===== config.mk =====
export PLATFORM = sky130hd
export DESIGN_NAME = first_fit_block_allocator
export DESIGN_NICKNAME = d
export VERILOG_FILES = /design/src/ffba_pkg.sv /design/src/first_fit_block_allocator.sv /design/src/ffba_ram.sv
export SDC_FILE = /design/constraint.sdc
export NUM_CORES = 1
export LEC_CHECK = 0
export ABC_AREA = 1
export BUFFER_PORTS_ARGS = -buffer_cell sky130_fd_sc_hd__buf_4
export CORE_ASPECT_RATIO = 0.9
export CORE_MARGIN = 5
export CORE_UTILIZATION = 45
export CTS_BUF_LIST = sky130_fd_sc_hd__clkbuf_4 sky130_fd_sc_hd__clkbuf_8
export CTS_CLUSTER_DIAMETER = 80
export CTS_CLUSTER_SIZE = 24
export DETAILED_ROUTE_END_ITERATION = 16
export RECOVER_POWER = 50
export SYNTH_ARGS = -nofsm -noshare
export SYNTH_HDL_FRONTEND = slang
export SYNTH_SLANG_ARGS = --single-unit

===== constraint.sdc =====
create_clock -name clk -period 8.08 [get_ports clk]
set_input_delay 1.616 -clock clk [delete_from_list [all_inputs] [get_ports clk]]
set_output_delay 1.616 -clock clk [all_outputs]
set_load 0.01 [all_outputs]

===== src/ffba_pkg.sv =====
// Shared types, constants and codes for the first-fit block allocator.
package ffba_pkg;

    localparam int NUM_BLOCKS_DEF  = 256;
    localparam int BLOCK_BYTES_DEF = 4096;

    localparam logic OP_ALLOC = 1'b0;
    localparam logic OP_FREE  = 1'b1;

    localparam logic [1:0] STATUS_ALLOC_OK   = 2'd0;
    localparam logic [1:0] STATUS_ALLOC_FAIL = 2'd1;
    localparam logic [1:0] STATUS_FREED      = 2'd2;
    localparam logic [1:0] STATUS_IGNORED    = 2'd3;

    typedef logic [8:0] used_cnt_t;

    typedef struct packed {
        logic        operation;
        logic [20:0] size_bytes;
        logic [31:0] address;
    } req_t;

    typedef struct packed {
        logic [1:0]  status;
        logic [31:0] result_address;
        used_cnt_t   blocks_in_use;
    } rsp_t;

endpackage


===== src/first_fit_block_allocator.sv =====
// Top level of the first-fit bitmap block allocator.
//
//  channel   signals                     beat taken when
//  request   start, busy, req            start && !busy
//  result    done, rsp                   done (one cycle, no backpressure)
//  config    cfg_valid, cfg_ready, data  cfg_valid && cfg_ready
//
// After reset the used map is swept clear, with busy high.
// Every accepted request passes through the decide state first.
// Free: the index comes from repeated subtraction of BLOCK_BYTES, then the map bit is read and cleared if set.
// Allocate: scan the map for a free run that covers the size, then mark that run; one map bit per cycle.
// Zero or oversize allocate and address zero or out-of-range free end in the decide state.
// The result register frees the block for a new request in the cycle done shows.
module first_fit_block_allocator #(
    parameter int NUM_BLOCKS  = ffba_pkg::NUM_BLOCKS_DEF,
    parameter int BLOCK_BYTES = ffba_pkg::BLOCK_BYTES_DEF
) (
    input  logic           clk,
    input  logic           rst_n,
    input  logic           start,
    output logic           busy,
    input  ffba_pkg::req_t req,
    output logic           done,
    output ffba_pkg::rsp_t rsp,
    input  logic           cfg_valid,
    output logic           cfg_ready,
    input  logic [31:0]    cfg_data
);

    localparam int IDX_W = $clog2(NUM_BLOCKS);
    localparam int CNT_W = $clog2(NUM_BLOCKS + 1);
    localparam logic [31:0] BLOCK_STEP = 32'(BLOCK_BYTES);
    localparam logic [31:0] HEAP_SPAN  = 32'(NUM_BLOCKS * BLOCK_BYTES);
    localparam logic [IDX_W-1:0] LAST_IDX = IDX_W'(NUM_BLOCKS - 1);

    localparam logic [2:0] ST_CLEAR    = 3'd0;
    localparam logic [2:0] ST_IDLE     = 3'd1;
    localparam logic [2:0] ST_FREE_IDX = 3'd2;
    localparam logic [2:0] ST_DECIDE   = 3'd3;
    localparam logic [2:0] ST_SCAN     = 3'd4;
    localparam logic [2:0] ST_MARK     = 3'd5;
    localparam logic [2:0] ST_FREE_CHK = 3'd6;

    logic [2:0]       state_reg, state_next;
    logic [IDX_W-1:0] chk_reg, chk_next;
    logic [IDX_W-1:0] first_idx_reg, first_idx_next;
    logic [CNT_W-1:0] run_reg, run_next;
    logic [31:0]      run_bytes_reg, run_bytes_next;
    logic [CNT_W-1:0] count_reg, count_next;
    logic [31:0]      first_addr_reg, first_addr_next;
    logic [31:0]      cur_addr_reg, cur_addr_next;
    logic [31:0]      heap_base_reg;
    logic             op_reg, op_next;
    logic             zero_reg, zero_next;
    logic [20:0]      size_reg, size_next;
    logic [31:0]      rem_reg, rem_next;
    logic             done_reg, done_next;
    ffba_pkg::rsp_t   rsp_reg, rsp_next;

    logic [CNT_W-1:0] run_inc;
    logic [31:0]      run_bytes_inc;
    logic             ram_we;
    logic [IDX_W-1:0] ram_waddr;
    logic             ram_wdata;
    logic [IDX_W-1:0] ram_raddr;
    logic             ram_rdata;

    ffba_ram #(
        .WIDTH (1),
        .DEPTH (NUM_BLOCKS)
    ) u_map (
        .clk   (clk),
        .we    (ram_we),
        .waddr (ram_waddr),
        .wdata (ram_wdata),
        .raddr (ram_raddr),
        .rdata (ram_rdata)
    );

    assign busy      = (state_reg != ST_IDLE);
    assign done      = done_reg;
    assign rsp       = rsp_reg;
    assign cfg_ready = 1'b1;

    assign run_inc       = run_reg + CNT_W'(1);
    assign run_bytes_inc = run_bytes_reg + BLOCK_STEP;

    always_comb
    begin
        state_next      = state_reg;
        chk_next        = chk_reg;
        first_idx_next  = first_idx_reg;
        run_next        = run_reg;
        run_bytes_next  = run_bytes_reg;
        count_next      = count_reg;
        first_addr_next = first_addr_reg;
        cur_addr_next   = cur_addr_reg;
        op_next         = op_reg;
        zero_next       = zero_reg;
        size_next       = size_reg;
        rem_next        = rem_reg;
        done_next       = 1'b0;
        rsp_next        = rsp_reg;
        ram_we          = 1'b0;
        ram_waddr       = chk_reg;
        ram_wdata       = 1'b0;
        ram_raddr       = '0;

        case (state_reg)
            ST_CLEAR:
            begin
                ram_we = 1'b1;
                if (chk_reg == LAST_IDX)
                begin
                    chk_next   = '0;
                    state_next = ST_IDLE;
                end
                else
                begin
                    chk_next = chk_reg + IDX_W'(1);
                end
            end
            ST_IDLE:
            begin
                if (start)
                begin
                    op_next    = req.operation;
                    zero_next  = (req.address == 32'd0);
                    size_next  = req.size_bytes;
                    rem_next   = req.address - heap_base_reg;
                    state_next = ST_DECIDE;
                end
            end
            ST_DECIDE:
            begin
                if (op_reg == ffba_pkg::OP_ALLOC)
                begin
                    if (size_reg == 21'd0 || 32'(size_reg) > HEAP_SPAN)
                    begin
                        done_next               = 1'b1;
                        rsp_next.status         = ffba_pkg::STATUS_ALLOC_FAIL;
                        rsp_next.result_address = 32'd0;
                        rsp_next.blocks_in_use  = ffba_pkg::used_cnt_t'(count_reg);
                        state_next              = ST_IDLE;
                    end
                    else
                    begin
                        ram_raddr      = '0;
                        chk_next       = '0;
                        run_next       = '0;
                        run_bytes_next = '0;
                        cur_addr_next  = heap_base_reg;
                        state_next     = ST_SCAN;
                    end
                end
                else
                begin
                    if (zero_reg || rem_reg >= HEAP_SPAN)
                    begin
                        done_next               = 1'b1;
                        rsp_next.status         = ffba_pkg::STATUS_IGNORED;
                        rsp_next.result_address = 32'd0;
                        rsp_next.blocks_in_use  = ffba_pkg::used_cnt_t'(count_reg);
                        state_next              = ST_IDLE;
                    end
                    else
                    begin
                        chk_next   = '0;
                        state_next = ST_FREE_IDX;
                    end
                end
            end
            ST_FREE_IDX:
            begin
                if (rem_reg >= BLOCK_STEP)
                begin
                    rem_next = rem_reg - BLOCK_STEP;
                    chk_next = chk_reg + IDX_W'(1);
                end
                else
                begin
                    ram_raddr  = chk_reg;
                    state_next = ST_FREE_CHK;
                end
            end
            ST_SCAN:
            begin
                ram_raddr = chk_reg + IDX_W'(1);
                if (!ram_rdata)
                begin
                    if (run_reg == '0)
                    begin
                        first_idx_next  = chk_reg;
                        first_addr_next = cur_addr_reg;
                    end
                    run_next       = run_inc;
                    run_bytes_next = run_bytes_inc;
                end
                else
                begin
                    run_next       = '0;
                    run_bytes_next = '0;
                end
                if (!ram_rdata && run_bytes_inc >= 32'(size_reg))
                begin
                    state_next = ST_MARK;
                end
                else if (chk_reg == LAST_IDX)
                begin
                    done_next               = 1'b1;
                    rsp_next.status         = ffba_pkg::STATUS_ALLOC_FAIL;
                    rsp_next.result_address = 32'd0;
                    rsp_next.blocks_in_use  = ffba_pkg::used_cnt_t'(count_reg);
                    state_next              = ST_IDLE;
                end
                else
                begin
                    chk_next      = chk_reg + IDX_W'(1);
                    cur_addr_next = cur_addr_reg + BLOCK_STEP;
                end
            end
            ST_MARK:
            begin
                ram_we    = 1'b1;
                ram_waddr = first_idx_reg;
                ram_wdata = 1'b1;
                if (first_idx_reg == chk_reg)
                begin
                    count_next              = count_reg + run_reg;
                    done_next               = 1'b1;
                    rsp_next.status         = ffba_pkg::STATUS_ALLOC_OK;
                    rsp_next.result_address = first_addr_reg;
                    rsp_next.blocks_in_use  = ffba_pkg::used_cnt_t'(count_next);
                    state_next              = ST_IDLE;
                end
                else
                begin
                    first_idx_next = first_idx_reg + IDX_W'(1);
                end
            end
            ST_FREE_CHK:
            begin
                done_next               = 1'b1;
                rsp_next.result_address = 32'd0;
                state_next              = ST_IDLE;
                if (ram_rdata)
                begin
                    ram_we          = 1'b1;
                    ram_waddr       = chk_reg;
                    ram_wdata       = 1'b0;
                    count_next      = count_reg - CNT_W'(1);
                    rsp_next.status = ffba_pkg::STATUS_FREED;
                end
                else
                begin
                    rsp_next.status = ffba_pkg::STATUS_IGNORED;
                end
                rsp_next.blocks_in_use = ffba_pkg::used_cnt_t'(count_next);
            end
            default:
            begin
                state_next = ST_IDLE;
            end
        endcase
    end

    always_ff @(posedge clk or negedge rst_n)
    begin
        if (!rst_n)
        begin
            state_reg     <= ST_CLEAR;
            chk_reg       <= '0;
            count_reg     <= '0;
            heap_base_reg <= 32'd0;
            done_reg      <= 1'b0;
        end
        else
        begin
            state_reg <= state_next;
            chk_reg   <= chk_next;
            count_reg <= count_next;
            done_reg  <= done_next;
            if (cfg_valid && cfg_ready)
            begin
                heap_base_reg <= cfg_data;
            end
        end
    end

    always_ff @(posedge clk)
    begin
        first_idx_reg  <= first_idx_next;
        run_reg        <= run_next;
        run_bytes_reg  <= run_bytes_next;
        first_addr_reg <= first_addr_next;
        cur_addr_reg   <= cur_addr_next;
        op_reg         <= op_next;
        zero_reg       <= zero_next;
        size_reg       <= size_next;
        rem_reg        <= rem_next;
        rsp_reg        <= rsp_next;
    end

endmodule


===== src/ffba_ram.sv =====
// Generic single-write, single-read RAM with registered read data.
module ffba_ram #(
    parameter int WIDTH = 1,
    parameter int DEPTH = 256
) (
    input  logic                     clk,
    input  logic                     we,
    input  logic [$clog2(DEPTH)-1:0] waddr,
    input  logic [WIDTH-1:0]         wdata,
    input  logic [$clog2(DEPTH)-1:0] raddr,
    output logic [WIDTH-1:0]         rdata
);

    logic [WIDTH-1:0] mem [DEPTH];

    always_ff @(posedge clk)
    begin
        if (we)
        begin
            mem[waddr] <= wdata;
        end
        rdata <= mem[raddr];
    end

endmodule


Word level (Yosys, flattened, before mapping) --
Memory sizes are Yosys's and may differ from the RTL's. A register that Yosys moved wholly into a read port is not among the register bits. Cells that the tools add are included.
Operators by class: reduce and logical (&&, ||, !) cells 25, eq/ne operators 25, add/subtract/negate cells 9, multiplexer cells 63, bitwise operators 1, order comparisons 4
Operator list (count):
- $mux 32 | 9
- $mux 43 | 6
- $pmux 32 s2 | 3
- $pmux 43 s4 | 1
- $mux 8 | 12
- $add 32x13->32 const B | 2
- $mux 9 | 5
- $pmux 9 s2 | 2
- $ge 32x13->1 const B | 1
- $ge 32x21->1 | 1
- $ge 32x21->1 const B | 1
- $logic_not 32->1 | 1
- $pmux 8 s2 | 2
- $pmux 8 s4 | 1
- $sub 32x13->32 const B | 1
- $sub 32x32->32 | 1
- $ne 2x2->1 const B | 12
- $gt 21x21->1 const B | 1
- $logic_not 21->1 | 1
- $mux 3 | 7
- $pmux 3 s6 | 1
- $add 8x1->8 const B | 2
- $ne 3x3->1 const B | 4
- $reduce_and 3->1 | 4
- 26 further kinds | 46
Storage, ports and cells: output and inout bits 46, bits in writable memories 256, input bits 90, memories 1, register bits 264
Memories:
- u_map.mem | words 256, width 1, read ports 1, clocked after memory_dff 1, write ports 1, line ffba_ram.sv:14 | logic [WIDTH-1:0] mem [DEPTH];

Depth between registers and ports, before layout --
word-level depth 5, gate-level depth with buffers 21, mapped depth without buffers 21

Hierarchy --
From an unflattened synthesis, not the netlist that was laid out.
Second synthesis, totals: cells, all modules 2833, area, all modules 26055.0 um2
Modules (own cells, without submodules):
- first_fit_block_allocator | cells an instance 1649, instances 1, area each 14337.5 um2, seq. area each 7302.0 um2
- ffba_ram | cells an instance 1184, instances 1, area each 11717.5 um2, seq. area each 7707.4 um2

Least setup slack after synthesis --
No wires, ideal clock.
kind register to register, from reg state_reg[0], to reg rsp_reg, in the netlist rsp[0], enable pin, path buffers 1, required time 7679 ps, slack 1160 ps, data arrival time 6519 ps, cell stages (with the launch flop) 8, library setup time 401 ps, cell sequence dfrtp_1 -> inv_2 -> nor3_1 -> clkbuf_1 -> nand2_1 -> nand2_1 -> nor2_1 -> nand2_1
On the way: longest elaborated chain between the ends 3, elaborated cells between the ends (all ways) 11, those cells by class eq/ne (9); reduce/logical (2)
Ends and longest elaborated chain:
- start: declaration | line first_fit_block_allocator.sv:44 | logic [2:0] state_reg, state_next;
- start signal: assignment | line first_fit_block_allocator.sv:279 | state_reg <= state_next;
- $eq 3x2->1 / $eq 3x3->1 (equally long branches) | line first_fit_block_allocator.sv:109 | case (state_reg)
- $ne 3x3->1 (no source line), or another cell as far along
- $reduce_and 6->1 (no source line) *
- end signal: assignment | line first_fit_block_allocator.sv:301 | rsp_reg <= rsp_next;
- end: declaration | line first_fit_block_allocator.sv:58 | ffba_pkg::rsp_t rsp_reg, rsp_next;
Mark *: on every way between the ends. The rest lies on a longest branch, timed or not. A chain may end at the register's enable or synchronous reset.

Worst setup path after layout --
from reg state_reg[1], to reg u_map.rdata, read port of u_map.mem
On the way: longest elaborated chain between the ends 2, elaborated cells between the ends (all ways) 3, those cells by class eq/ne (2); mux (1)
Ends and longest elaborated chain:
- $eq 3x3->1 / $eq 3x2->1 (equally long branches) | line first_fit_block_allocator.sv:109
- $pmux 8 s2 * | line first_fit_block_allocator.sv:109
- end: declaration | line ffba_ram.sv:11 | output logic [WIDTH-1:0] rdata
Marked as above.

==> impl_metrics.ini <==
[run_status]
outcome = finished, violations left
failed_checks = capacitance limit, slew limit

[timing]
setup_viol = 0
maxSlewViolCount = 198
finalHoldViolations = 0
fin_setup_tns_ns = 0
period_needed_ns = 5.44
finalClockSkew_ns = 0.0312
worstMarginPinSlew_ns = 3.33
max_freq_mhz = 184
relSlewSlack_pct = -122
finalCritPeriodShare_pct = 67.3
rsz0062_at_grt = no

[logic_synthesis]
synth_top_family_by_area = simple AND/OR/NAND/NOR gates
ys_seq_area_share_pct = 57.0
synth_top_cell_by_area = edfxtp_1
synth-adder-area-share_pct = 2.91
ys_types = 51
avgSynthCellArea_um2 = 8.99
asyncSetResetFlopFracSynth_pct = 10.4
synth_xor_area_share_pct = 1.93
synth_compound_area_share_pct = 6.08
synth_mux_area_share_pct = 0.0380
yosys.area_share.simple_pct = 23.8
mappedNetlistArea_um2 = 26300
synthesis.nets = 3077
synth_ff_type = edfxtp_1
yosysTopAreaCellShare_pct = 51.9
synth-edff-count = 455
synth_seq_cells = 509
syn_inst = 2927
yosys_warnings = 0
synth_area_leaders = edfxtp_1 (52%), nand2_1 (8.1%), nor2_1 (6.7%), inv_1 (5.9%), dfrtp_1 (5.0%)

[detailed_routing]
wl_per_cell_um = 17.5
detail-route-antenna-nets = 0
viasPerCell = 5.26
totalWireLength_mm = 66.3
drtPass1Iterations = 6
vias = 20000
post-route-drc-count = 0
dr.first_iter.drc_count = 1722

[setup_path]
worst-setup-path-type = register to register
cp.required_ns = 8.66
crit_fanout = 63
critPathLaunchType = register
critPathMaxStageDelay_ns = 0.71
critPathArrivalTime_ns = 6.02
crit_top_cell = nand3_1
slowest_stage = clkbuf_1
crit_buf_inv = 4
regToRegEndpoint = u_map.rdata
r2r_cells = 19
crit_family = simple AND/OR/NAND/NOR gates
r2r-start = state_reg[1]
reg2reg_slack_ns = 2.64
end_kind = register
crit_chain = inv_1 -> nor2_1 -> clkinv_1 -> nor2_1 -> clkbuf_1 -> nand3_1 -> nand2_4 -> nand2_4 -> buf_4 -> nand2_1 -> o21ai_0 -> nand2_1 -> nand3_1 -> nand3_1 -> nand3_1 -> nand3_1 -> nand3_1 -> nand3_1 -> nand2_1

[finish]
num-nets-final = 3153
antenna_cells = 0
multi_input_area_um2 = 9140
syn_to_final_growth_pct = 7.95
fill_cells = 5639
largest_register_ffs = 256
stdcell_area_um2 = 28400
drive_gt1_share_pct = 7.01
seqCellArea_um2 = 15000

[power_and_ir_drop]
p_leak_nw = 11.4
ir_drop_mv = 0.146
p_int_mw = 4.61
p_switching_mw = 2.74
p_per_area_nw_per_um2 = 259
seq_power_share_pct = 49.3
pwr-share-comb_pct = 32.3
p_clk_share_pct = 18.4
switching_share_pct = 37.3

[floorplan]
die_w_um = 265
initial_utilization_pct = 45.2
pin_count = 136
core_um2 = 58200
dieArea_um2 = 63400
rows = 84
die_h_um = 239

[cts]
post_cts_resized = 0
cts_buffer_depth = 3
cts_buffers = 28
cts_tree = done
root_buffer = clkbuf_8
path_clk_slew_ns = 0.13
cts_num_sinks = 509
cts_hold_buf = 0
cts_setup_buffers = 0
worstSkewPairLatency_ns = 0.68
cts_max_level = 1

[grt]
grt.overflow.total = 0
antenna_found_initial = 0
grt_pass1_wl_mm = 105
grt_max_degree = 135
grtUsageTotal_pct = 20.4
grt_pass1_vias = 19600

[place]
gp_congestion = 0.903
io_buffers = 134
placed_area_um2 = 28000
hpwlAfterDp_mm = 42.3

[min_path]
min_to = first_addr_reg[10]
hp-class = register to register
whs_path_depth = 0
min-delay-start = cur_addr_reg[10]

[flow_run]
maxCapViolations = 4
final cells by class:
class,count,area share [%]
flip-flops and latches,509,52.8
clock buffers,35,1.56
well taps,774,3.41
inverters,433,5.72
repair buffers,163,3.55
clock inverters,15,0.758
multi-input cells,1868,32.2
logic make-up after synthesis:
kind of cell    Yosys count
simple gates           1460
fa+ha+maj                60
other cells               1
mux                       1
flops                   509
compound gates          288
xor+xnor                 58
buf+inv                 550
cell usage after synthesis (all sizes together) (21+ instances only):
cell / count
nor2: 483
or2: 21
buf: 49
o21ai: 152
clkbuf: 68
ha: 58
nand2: 575
dfrtp: 53
a21oi: 76
nor4: 21
nand3b: 26
inv: 433
xor2: 43
nand3: 263
nand4: 30
nor3: 33
edfxtp: 455
worst max path at each step:
stage / start / end / slack [ns] / cells past startpoint
CTS: state_reg[1] / u_map.rdata / 3.66 / 19
finish: state_reg[1] / u_map.rdata / 2.64 / 19
floorplan: state_reg[0] / rsp[0] / 1.16 / 7
detailed placement: req[0] / rem_reg[26] / 3.66 / 22
global route: state_reg[1] / u_map.rdata / 2.16 / 19
global placement: req[0] / rem_reg[26] / 3.62 / 22
cells in the final DEF (no fill, tap or decap), types with 4 or more instances in the layout:
| cell type | count |
|---|---|
| nand2_1 | 566 |
| nor2_1 | 472 |
| edfxtp_1 | 455 |
| inv_1 | 421 |
| nand3_1 | 262 |
| o21ai_0 | 143 |
| buf_4 | 84 |
| a21oi_1 | 76 |
| ha_1 | 58 |
| clkbuf_1 | 57 |
| dfrtp_1 | 53 |
| xor2_1 | 43 |
| nor3_1 | 30 |
| nand4_1 | 30 |
| clkbuf_8 | 29 |
| clkbuf_4 | 28 |
| nand3b_1 | 26 |
| nor4_1 | 21 |
| or2_2 | 21 |
| xnor2_1 | 15 |
| inv_2 | 11 |
| o221ai_1 | 11 |
| a31oi_1 | 10 |
| o211ai_1 | 9 |
| nor2_2 | 8 |
| o21ai_1 | 7 |
| nand2_2 | 7 |
| o31ai_1 | 6 |
| o21a_1 | 5 |
| nor3b_1 | 5 |
| o21bai_1 | 4 |
| o22ai_1 | 4 |
| clkinv_1 | 4 |
| bufinv_16 | 4 |
power groups by stage:
stage | Combinational, mW | Clock (mW) | Sequential (mW)
6_report | 2.37 | 1.36 | 3.62
5_1_grt | 2.67 | 1.49 | 3.67
4_1_cts | 2.44 | 1.39 | 3.62
3_5_place_dp | 2.43 | 0 | 3.68
3_3_place_gp | 2.38 | 0 | 3.67
2_1_floorplan | 1.69 | 0 | 3.69
metrics by stage:
stage	setup slack, ns	hold WS, ns	cells	power [mW]	util (%)
after global placement	3.62	0.404	3747	6.05	48.1
after CTS	3.66	0.428	3797	7.46	49.2
after global routing	2.16	0.446	3797	7.83	48.8
after detailed placement	3.66	0.405	3747	6.11	48.1
after floorplan	1.16	0.400	2927	5.38	-
final	2.64	0.426	3797	7.35	48.8
per-layer routing:
| metal | routed length, um | track usage (%) |
|---|---|---|
| met2 | 31400 | 34.7 |
| met1 | 29200 | 28.3 |
| met4 | 1760 | 5.28 |
| met5 | 0 | 0 |
| met3 | 3950 | 2.33 |
Note: power is estimated with default switching activity, not from simulation.
